$ cat src/rtl/bba_pkg.sv
`default_nettype none
package bba_pkg;

  localparam int MEM_LOG2     = 20;
  localparam int MIN_LOG2     = 10;
  localparam int HEADER_BYTES = 8;

  localparam int LEAF_DEPTH = MEM_LOG2 - MIN_LOG2;
  localparam int NODE_COUNT = (1 << (LEAF_DEPTH + 1)) - 1;
  localparam int NODE_W     = $clog2(NODE_COUNT);
  localparam int DEPTH_W    = $clog2(LEAF_DEPTH + 1);
  localparam int IDX_W      = (LEAF_DEPTH > 0) ? LEAF_DEPTH : 1;
  localparam int SH_W       = $clog2(MEM_LOG2 + 1);
  localparam int ADDR_W     = 20;
  localparam int SIZE_W     = 21;

  typedef enum logic [1:0] {
    NS_UNUSED = 2'd0,
    NS_FREE   = 2'd1,
    NS_SPLIT  = 2'd2,
    NS_ALLOC  = 2'd3
  } node_state_t;

  typedef enum logic [1:0] {
    ST_OK      = 2'd0,
    ST_NOSPACE = 2'd1,
    ST_TOOBIG  = 2'd2,
    ST_BADADDR = 2'd3
  } result_code_t;

  typedef enum logic [2:0] {
    AS_NODE, AS_LCHILD, AS_RCHILD, AS_BUDDY, AS_PARENT, AS_SCAN, AS_FREE, AS_CLR
  } addr_sel_t;

  typedef enum logic [4:0] {
    S_CLR, S_IDLE, S_START,
    S_SCAN_RD, S_SCAN_CHK,
    S_SPLIT_CHK, S_SP_W0, S_SP_W1, S_SP_W2, S_WR_ALLOC,
    S_FR_CHK, S_FR_EVAL, S_FR_SET,
    S_M_CHK, S_M_EVAL, S_M_W0, S_M_W1, S_M_W2,
    S_FIN
  } state_t;

  typedef struct packed {
    logic         load_req;
    logic         mem_rd;
    logic         mem_we;
    addr_sel_t    addr_sel;
    node_state_t  wdata;
    logic         clr_inc;
    logic         scan_next;
    logic         set_node_scan;
    logic         set_node_free;
    logic         split_step;
    logic         free_next_d;
    logic         merge_step;
    logic         set_code;
    result_code_t code;
    logic         res_load;
  } dp_cmd_t;

  typedef struct packed {
    logic        req_free;
    logic        too_big;
    logic        addr_low;
    logic        clr_done;
    logic        node_root_clr;
    node_state_t rdata;
    logic        i_last;
    logic        d_zero;
    logic        d_lt_target;
    logic        aligned;
    logic        d_leaf;
    logic        node_root;
    logic        out_full;
  } dp_stat_t;

endpackage
`default_nettype wire

$ cat src/rtl/bba_ctrl.sv
`default_nettype none
module bba_ctrl (
  input  wire logic             clk,
  input  wire logic             rst,
  input  wire logic             in_valid,
  output logic                  in_stall,
  input  wire bba_pkg::dp_stat_t stat,
  output bba_pkg::dp_cmd_t      cmd
);

  bba_pkg::state_t state, state_next;

  always_ff @(posedge clk) begin
    if (rst) state <= bba_pkg::S_CLR;
    else     state <= state_next;
  end

  always_comb begin
    state_next   = state;
    cmd          = '0;
    cmd.addr_sel = bba_pkg::AS_NODE;
    cmd.wdata    = bba_pkg::NS_UNUSED;
    cmd.code     = bba_pkg::ST_OK;
    in_stall     = state != bba_pkg::S_IDLE;
    unique case (state)
      bba_pkg::S_CLR: begin
        cmd.mem_we   = 1'b1;
        cmd.addr_sel = bba_pkg::AS_CLR;
        cmd.wdata    = stat.node_root_clr ? bba_pkg::NS_FREE : bba_pkg::NS_UNUSED;
        cmd.clr_inc  = !stat.clr_done;
        if (stat.clr_done) state_next = bba_pkg::S_IDLE;
      end
      bba_pkg::S_IDLE: begin
        if (in_valid) begin
          cmd.load_req = 1'b1;
          state_next   = bba_pkg::S_START;
        end
      end
      bba_pkg::S_START: begin
        if (!stat.req_free) begin
          if (stat.too_big) begin
            cmd.set_code = 1'b1;
            cmd.code     = bba_pkg::ST_TOOBIG;
            state_next   = bba_pkg::S_FIN;
          end else state_next = bba_pkg::S_SCAN_RD;
        end else if (stat.addr_low) begin
          cmd.set_code = 1'b1;
          cmd.code     = bba_pkg::ST_BADADDR;
          state_next   = bba_pkg::S_FIN;
        end else state_next = bba_pkg::S_FR_CHK;
      end
      bba_pkg::S_SCAN_RD: begin
        cmd.mem_rd   = 1'b1;
        cmd.addr_sel = bba_pkg::AS_SCAN;
        state_next   = bba_pkg::S_SCAN_CHK;
      end
      bba_pkg::S_SCAN_CHK: begin
        if (stat.rdata == bba_pkg::NS_FREE) begin
          cmd.set_node_scan = 1'b1;
          state_next        = bba_pkg::S_SPLIT_CHK;
        end else if (stat.i_last && stat.d_zero) begin
          cmd.set_code = 1'b1;
          cmd.code     = bba_pkg::ST_NOSPACE;
          state_next   = bba_pkg::S_FIN;
        end else begin
          cmd.scan_next = 1'b1;
          state_next    = bba_pkg::S_SCAN_RD;
        end
      end
      bba_pkg::S_SPLIT_CHK: begin
        state_next = stat.d_lt_target ? bba_pkg::S_SP_W0 : bba_pkg::S_WR_ALLOC;
      end
      bba_pkg::S_SP_W0: begin
        cmd.mem_we = 1'b1;
        cmd.wdata  = bba_pkg::NS_SPLIT;
        state_next = bba_pkg::S_SP_W1;
      end
      bba_pkg::S_SP_W1: begin
        cmd.mem_we   = 1'b1;
        cmd.addr_sel = bba_pkg::AS_LCHILD;
        cmd.wdata    = bba_pkg::NS_FREE;
        state_next   = bba_pkg::S_SP_W2;
      end
      bba_pkg::S_SP_W2: begin
        cmd.mem_we     = 1'b1;
        cmd.addr_sel   = bba_pkg::AS_RCHILD;
        cmd.wdata      = bba_pkg::NS_FREE;
        cmd.split_step = 1'b1;
        state_next     = bba_pkg::S_SPLIT_CHK;
      end
      bba_pkg::S_WR_ALLOC: begin
        cmd.mem_we   = 1'b1;
        cmd.wdata    = bba_pkg::NS_ALLOC;
        cmd.set_code = 1'b1;
        cmd.code     = bba_pkg::ST_OK;
        state_next   = bba_pkg::S_FIN;
      end
      bba_pkg::S_FR_CHK: begin
        if (stat.aligned) begin
          cmd.mem_rd   = 1'b1;
          cmd.addr_sel = bba_pkg::AS_FREE;
          state_next   = bba_pkg::S_FR_EVAL;
        end else if (stat.d_leaf) begin
          cmd.set_code = 1'b1;
          cmd.code     = bba_pkg::ST_BADADDR;
          state_next   = bba_pkg::S_FIN;
        end else cmd.free_next_d = 1'b1;
      end
      bba_pkg::S_FR_EVAL: begin
        if (stat.rdata == bba_pkg::NS_ALLOC) begin
          cmd.set_node_free = 1'b1;
          state_next        = bba_pkg::S_FR_SET;
        end else if (stat.d_leaf) begin
          cmd.set_code = 1'b1;
          cmd.code     = bba_pkg::ST_BADADDR;
          state_next   = bba_pkg::S_FIN;
        end else begin
          cmd.free_next_d = 1'b1;
          state_next      = bba_pkg::S_FR_CHK;
        end
      end
      bba_pkg::S_FR_SET: begin
        cmd.mem_we = 1'b1;
        cmd.wdata  = bba_pkg::NS_FREE;
        state_next = bba_pkg::S_M_CHK;
      end
      bba_pkg::S_M_CHK: begin
        if (stat.node_root) begin
          cmd.set_code = 1'b1;
          cmd.code     = bba_pkg::ST_OK;
          state_next   = bba_pkg::S_FIN;
        end else begin
          cmd.mem_rd   = 1'b1;
          cmd.addr_sel = bba_pkg::AS_BUDDY;
          state_next   = bba_pkg::S_M_EVAL;
        end
      end
      bba_pkg::S_M_EVAL: begin
        if (stat.rdata != bba_pkg::NS_FREE) begin
          cmd.set_code = 1'b1;
          cmd.code     = bba_pkg::ST_OK;
          state_next   = bba_pkg::S_FIN;
        end else state_next = bba_pkg::S_M_W0;
      end
      bba_pkg::S_M_W0: begin
        cmd.mem_we = 1'b1;
        state_next = bba_pkg::S_M_W1;
      end
      bba_pkg::S_M_W1: begin
        cmd.mem_we   = 1'b1;
        cmd.addr_sel = bba_pkg::AS_BUDDY;
        state_next   = bba_pkg::S_M_W2;
      end
      bba_pkg::S_M_W2: begin
        cmd.mem_we     = 1'b1;
        cmd.addr_sel   = bba_pkg::AS_PARENT;
        cmd.wdata      = bba_pkg::NS_FREE;
        cmd.merge_step = 1'b1;
        state_next     = bba_pkg::S_M_CHK;
      end
      bba_pkg::S_FIN: begin
        if (!stat.out_full) begin
          cmd.res_load = 1'b1;
          state_next   = bba_pkg::S_IDLE;
        end
      end
      default: state_next = bba_pkg::S_IDLE;
    endcase
  end

endmodule
`default_nettype wire
$ cat config.mk
export PLATFORM = sky130hd
export DESIGN_NAME = bba_ctrl
export DESIGN_NICKNAME = d
export VERILOG_FILES = /design/src/rtl/bba_pkg.sv /design/src/rtl/bba_ctrl.sv
export SDC_FILE = /design/constraint.sdc
export NUM_CORES = 1
export LEC_CHECK = 0
export BUFFER_PORTS_ARGS = -buffer_cell sky130_fd_sc_hd__buf_4
export CAP_MARGIN = 20
export CORE_UTILIZATION = 50
export CTS_CLUSTER_SIZE = 14
export DETAILED_ROUTE_END_ITERATION = 12
export GPL_TIMING_DRIVEN = 0
export HOLD_SLACK_MARGIN = 0.1
export PLACE_DENSITY = 0.8
export SLEW_MARGIN = 0
export SYNTH_ARGS = -nofsm -noshare
export SYNTH_HDL_FRONTEND = slang
export SYNTH_SLANG_ARGS = --single-unit
$ cat constraint.sdc
create_clock -name clk -period 4.05 [get_ports clk]
set_clock_uncertainty 0.05 [all_clocks]
set_input_delay 0.2025 -clock clk [delete_from_list [all_inputs] [get_ports clk]]
set_output_delay 0.2025 -clock clk [all_outputs]
set_load 0.01 [all_outputs]
=== Word level (Yosys, flattened, before mapping) ===
Index checks and enable logic that the tools add are counted.

* Input port bits: 17
* Register bits after elaboration: 5
* Word-level logic and storage cells: 87

* Equal/unequal tests: 26
* Reductions and logical operators: 7
* Muxes and demuxes: 53

{| class="wikitable"
|+ Operators by type and width
! kind !! number
|-
| case mux 5 bit (18 select lines) || 1
|-
| 2-to-1 mux 5 bit || 14
|-
| == test 5 x 4 -> 1 bit (second input constant) || 8
|-
| 2-to-1 mux 3 bit || 11
|-
| case mux 3 bit (8 select lines) || 1
|-
| case mux 3 bit (7 select lines) || 1
|-
| == test 5 x 3 -> 1 bit (second input constant) || 4
|-
| 2-to-1 mux 1 bit || 19
|-
| == test 5 bit (second input constant) || 3
|-
| == test 5 x 2 -> 1 bit (second input constant) || 2
|-
| OR reduction 9 bit || 1
|-
| case mux 2 bit (4 select lines) || 1
|-
| inequality test 2 bit (second input constant) || 3
|-
| == test 5 x 1 -> 1 bit (second input constant) || 1
|-
| logical NOT 5 bit || 1
|-
| inequality test 5 x 1 -> 1 bit (second input constant) || 1
|-
| 2-to-1 mux 2 bit || 2
|-
| 2-to-1 mux 4 bit || 1
|-
| AND reduction 4 bit || 1
|-
| OR reduction 4 bit || 1
|-
| inequality test 3 bit (second input constant) || 1
|-
| case mux 1 bit (3 select lines) || 1
|-
| == test 2 x 1 -> 1 bit (second input constant) || 1
|-
| == test 2 bit (second input constant) || 1
|-
| 5 further kinds || 5
|}

=== Logic depth before layout (Yosys ltp) ===
* Depth in word-level cells: 4
* Depth in mapped cells: 7

=== Worst setup path after synthesis ===
Ideal clock, no wire load.

* Kind: register -> output
* Start point: register state[1]
* End point: output port cmd[1] in the netlist's numbering
* Required time: 3798 ps
* Stages on the path, launching flop included: 7
* Path slack: 2449 ps
* Arrival: 1348 ps
* Path through: dfxtp_1 > buf_2 > buf_2 > nand2b_1 > o41ai_1 > a21oi_1 > o21ai_0

{| class="wikitable"
|+ RTL lines
! element !! line !! RTL
|-
| start: declaration || bba_ctrl.sv:11 || <nowiki>bba_pkg::state_t state, state_next;</nowiki>
|-
| start signal: assignment || bba_ctrl.sv:14 || <nowiki>if (rst) state <= bba_pkg::S_CLR;</nowiki>
|-
| start signal: assignment || bba_ctrl.sv:15 || <nowiki>else state <= state_next;</nowiki>
|-
| end: declaration || bba_ctrl.sv:8 || <nowiki>output bba_pkg::dp_cmd_t cmd</nowiki>
|}

==> PnR_summary.wiki <==
{| class="wikitable"
! Metric !! Value
|-
| Clock latency at the later pin of the worst-skew pair || 240 ps
|-
| Met3 wire len || 293 um
|-
| Slew at the pin with the worst max-slew slack || 581 ps
|-
| Maximum buffer depth of the clock tree || 2
|-
| Total congestion overflow || 0
|-
| Die area || 2240 um^2
|-
| DRT Wirelength || 3510 um
|-
| Final Hold Viols || 0
|-
| TritonCTS clock tree || done
|-
| Category of cells accounting for the largest share of critical-path delay || compound AO/OA/AOI/OAI gates
|-
| Half-perimeter wire length after detailed placement || 2700 um
|-
| Final worst path period share || 56.9%
|-
| Total area of multi-input combinational cells || 837 um^2
|-
| Top-area cell type share of the netlist area || 9.73%
|-
| Highest routed metal layer || met4
|-
| Setup TNS after final layout || 0 ps
|-
| Delay of the slowest cell on the worst path || 430 ps
|-
| Kind of launch point of the worst setup path || register
|-
| Slowest library cell on the worst path || sky130_fd_sc_hd__o41ai_1
|-
| Cell with the most instances after synthesis || sky130_fd_sc_hd__nand2_1
|-
| Most common cell type on the critical path || sky130_fd_sc_hd__buf_2
|-
| Root Buffer Master || sky130_fd_sc_hd__clkbuf_4
|-
| Final antenna diode count || 0
|-
| Final WS setup || 1740 ps
|-
| Fraction of registers with async set/reset || 0%
|-
| Layout overhead on the synthesized area || 31.4%
|-
| Initial Utilization || 53.0%
|-
| Weighted congestion at the end of routability-driven global placement || 0.975
|-
| Synthesized netlist cell count || 160
|-
| Number of buffers added on ports || 35
|-
| Detailed-routing wirelength on met1 || 1450 um
|-
| First-pass detailed-route iteration total || 4
|-
| Flip-flop count of the largest register after layout || 5
|-
| Kind of critical path || register to output port
|-
| Average wire per cell in the routed design || 15.5 um
|-
| Setup violations, final || 0
|-
| Unique cell type count in the Yosys netlist || 47
|-
| Pin count of the biggest net entering global routing || 11
|-
| Synth top cells by count || sky130_fd_sc_hd__nand2_1 (20), sky130_fd_sc_hd__a21oi_1 (14), sky130_fd_sc_hd__nor2_1 (13)
|-
| Critical-path cell list || buf_2, buf_2, nand2b_1, o41ai_1, a21oi_1, o21ai_0, buf_4
|-
| Fill cell instance count of the final layout || 186
|-
| Amount of wire on met2 after detailed routing || 1710 um
|-
| Total of warnings raised by yosys || 0
|-
| Synthesized area per cell || 6.43 um^2
|-
| Sequential cell area || 100 um^2
|-
| Most area-hungry cell type in the Yosys netlist || sky130_fd_sc_hd__dfxtp_1
|-
| Final routed DRC violation total || 0
|-
| Detailed Route Iter0 Violations || 88
|-
| Max Cap Viol || 0
|-
| Fmax || 434 MHz
|-
| Number of cells upsized or downsized after cts || 0
|-
| Total number of clock tree sinks || 5
|-
| Share of final-layout standard cells stronger than drive strength 1 || 28.1%
|-
| Width of the chip || 47.4 um
|-
| Run status || complete, no violations
|-
| Number of global-route vias before repair || 1,173
|-
| Post-synthesis instance area || 1030 um^2
|-
| Routed via count || 1,415
|-
| Max rail drop VDD || 0.181 mV
|-
| Registers with the highest flip-flop counts || state x5
|-
| Leak Pwr || 0.554 nW
|-
| Unrepaired setup endpoints after global routing || no
|-
| Count of flip-flops with a built-in enable after synthesis || 0
|-
| Core region area || 1940 um^2
|-
| Nets || 217
|-
| Top reg by flops || state
|-
| Top post-synthesis cells by area || sky130_fd_sc_hd__dfxtp_1 (9.7%), sky130_fd_sc_hd__nand2_1 (7.3%), sky130_fd_sc_hd__a21oi_1 (6.8%)
|-
| First-pass GRT wire length || 5270 um
|-
| Overall routing resource usage || 33.2%
|-
| Post-placement worst setup slack || 2070 ps
|-
| Worst Path Buf+Inv || 3
|-
| Post-Syn Nets || 177
|-
| Minimum clock period after layout || 2310 ps
|-
| Number of core rows || 16
|-
| Antenna violation net count after detailed routing || 0
|-
| Synth Flop Type || sky130_fd_sc_hd__dfxtp_1
|-
| Required time of the worst setup path || 3800 ps
|-
| Number of ports placed on the die boundary || 37
|-
| # Post-CTS Setup Buffers || 0
|-
| Number of H-tree levels || 1
|-
| Register area share after synthesis || 9.73%
|-
| Number of pins exceeding their max-slew limit in the final report || 0
|-
| Hold Crit Class || input pin to register
|-
| CTS buffer count || 3
|-
| CTS hold repair buffers || 0
|-
| Maximum fanout encountered on the critical timing path || 10
|-
| Relative max-transition margin || 60.2%
|-
| Critical Path AT || 2050 ps
|-
| Power per cell area || 158 nW/um^2
|-
| Hold slack final || 134 ps
|-
| Clock slew at the register clock pins of the worst setup and hold paths || 40 ps
|-
| Synthesized flop and latch total || 5
|-
| Antenna violations before repair || 0
|-
| Vias per inst || 6.26
|-
| Height of the die || 47.4 um
|-
| Critical Path End Type || output port
|}
worst reg2reg max path, delay by kind of cell (launching register included):
kind / cells / cell delay (ps)
compound gates: 3 / 790
flops: 1 / 420
buf+inv: 2 / 430
simple gates: 1 / 80
cell families after synthesis:
family | synth area share (%)
AO/OA/AOI/OAI | 35.6
multiplexers | 0.973
XOR/XNOR | 0.852
AND/OR/NAND/NOR | 43.9
flip-flops | 9.73
buffers and inverters | 8.88
where the power goes:
part | switching, W | total (W) | internal [W]
Clock | 0.0000190 | 0.0000561 | 0.0000371
Sequential | 0.00000221 | 0.0000533 | 0.0000511
Combinational | 0.0000580 | 0.000104 | 0.0000463
cells in the final DEF (no fill, tap or decap), types with 3 or more instances in the layout:
cell	n
sky130_fd_sc_hd__o22ai_1	3
sky130_fd_sc_hd__o32a_1	4
sky130_fd_sc_hd__nor3_1	11
sky130_fd_sc_hd__o21ai_0	7
sky130_fd_sc_hd__nor2b_1	5
sky130_fd_sc_hd__clkbuf_4	3
sky130_fd_sc_hd__and2b_1	3
sky130_fd_sc_hd__dfxtp_1	5
sky130_fd_sc_hd__clkbuf_1	4
sky130_fd_sc_hd__o211ai_1	3
sky130_fd_sc_hd__a21oi_1	14
sky130_fd_sc_hd__nor4_1	3
sky130_fd_sc_hd__buf_2	7
sky130_fd_sc_hd__nand2b_1	10
sky130_fd_sc_hd__buf_4	40
sky130_fd_sc_hd__a31oi_1	4
sky130_fd_sc_hd__nand2_1	20
sky130_fd_sc_hd__nor2_1	13
sky130_fd_sc_hd__nand3_1	4
per-layer routing:
metal / vias to the layer above / global-route usage (%)
met1: 635 / 43.0
met2: 94 / 54.0
met3: 8 / 3.85
met5: - / 0
li1: 678 / -
met4: 0 / 16.6
worst paths after layout:
kind / start / to / cells after the start / slack (ps)
hold / removal: rst / state[0]$_SDFFE_PP0P_ / 2 / 130
setup reg to reg: state[0]$_SDFFE_PP0P_ / state[1]$_SDFFE_PP0P_ / 6 / 2210
setup / recovery: state[1]$_SDFFE_PP0P_ / cmd[1] / 7 / 1740
hold reg to reg: state[4]$_SDFFE_PP0P_ / state[2]$_SDFFE_PP0P_ / 3 / 670
final cells by class:
cell class,instances,area share (%)
flip-flops and latches,5,7.41
well taps,27,2.50
multi-input cells,138,61.9
inverters,2,0.556
clock buffers,4,1.94
repair buffers,35,19.4
plain buffers,15,6.20
stage by stage:
stage | util, % | cell area, um^2 | total power [W] | std cells
floorplan | - | 1030 | 0.000112 | 160
global placement | 68.2 | 1330 | 0.000154 | 222
finish | 69.6 | 1350 | 0.000214 | 226
CTS | 69.6 | 1350 | 0.000216 | 226
global route | 69.6 | 1350 | 0.000228 | 226
detailed placement | 68.2 | 1330 | 0.000156 | 222
Note: power is estimated with default switching activity, not from simulation.
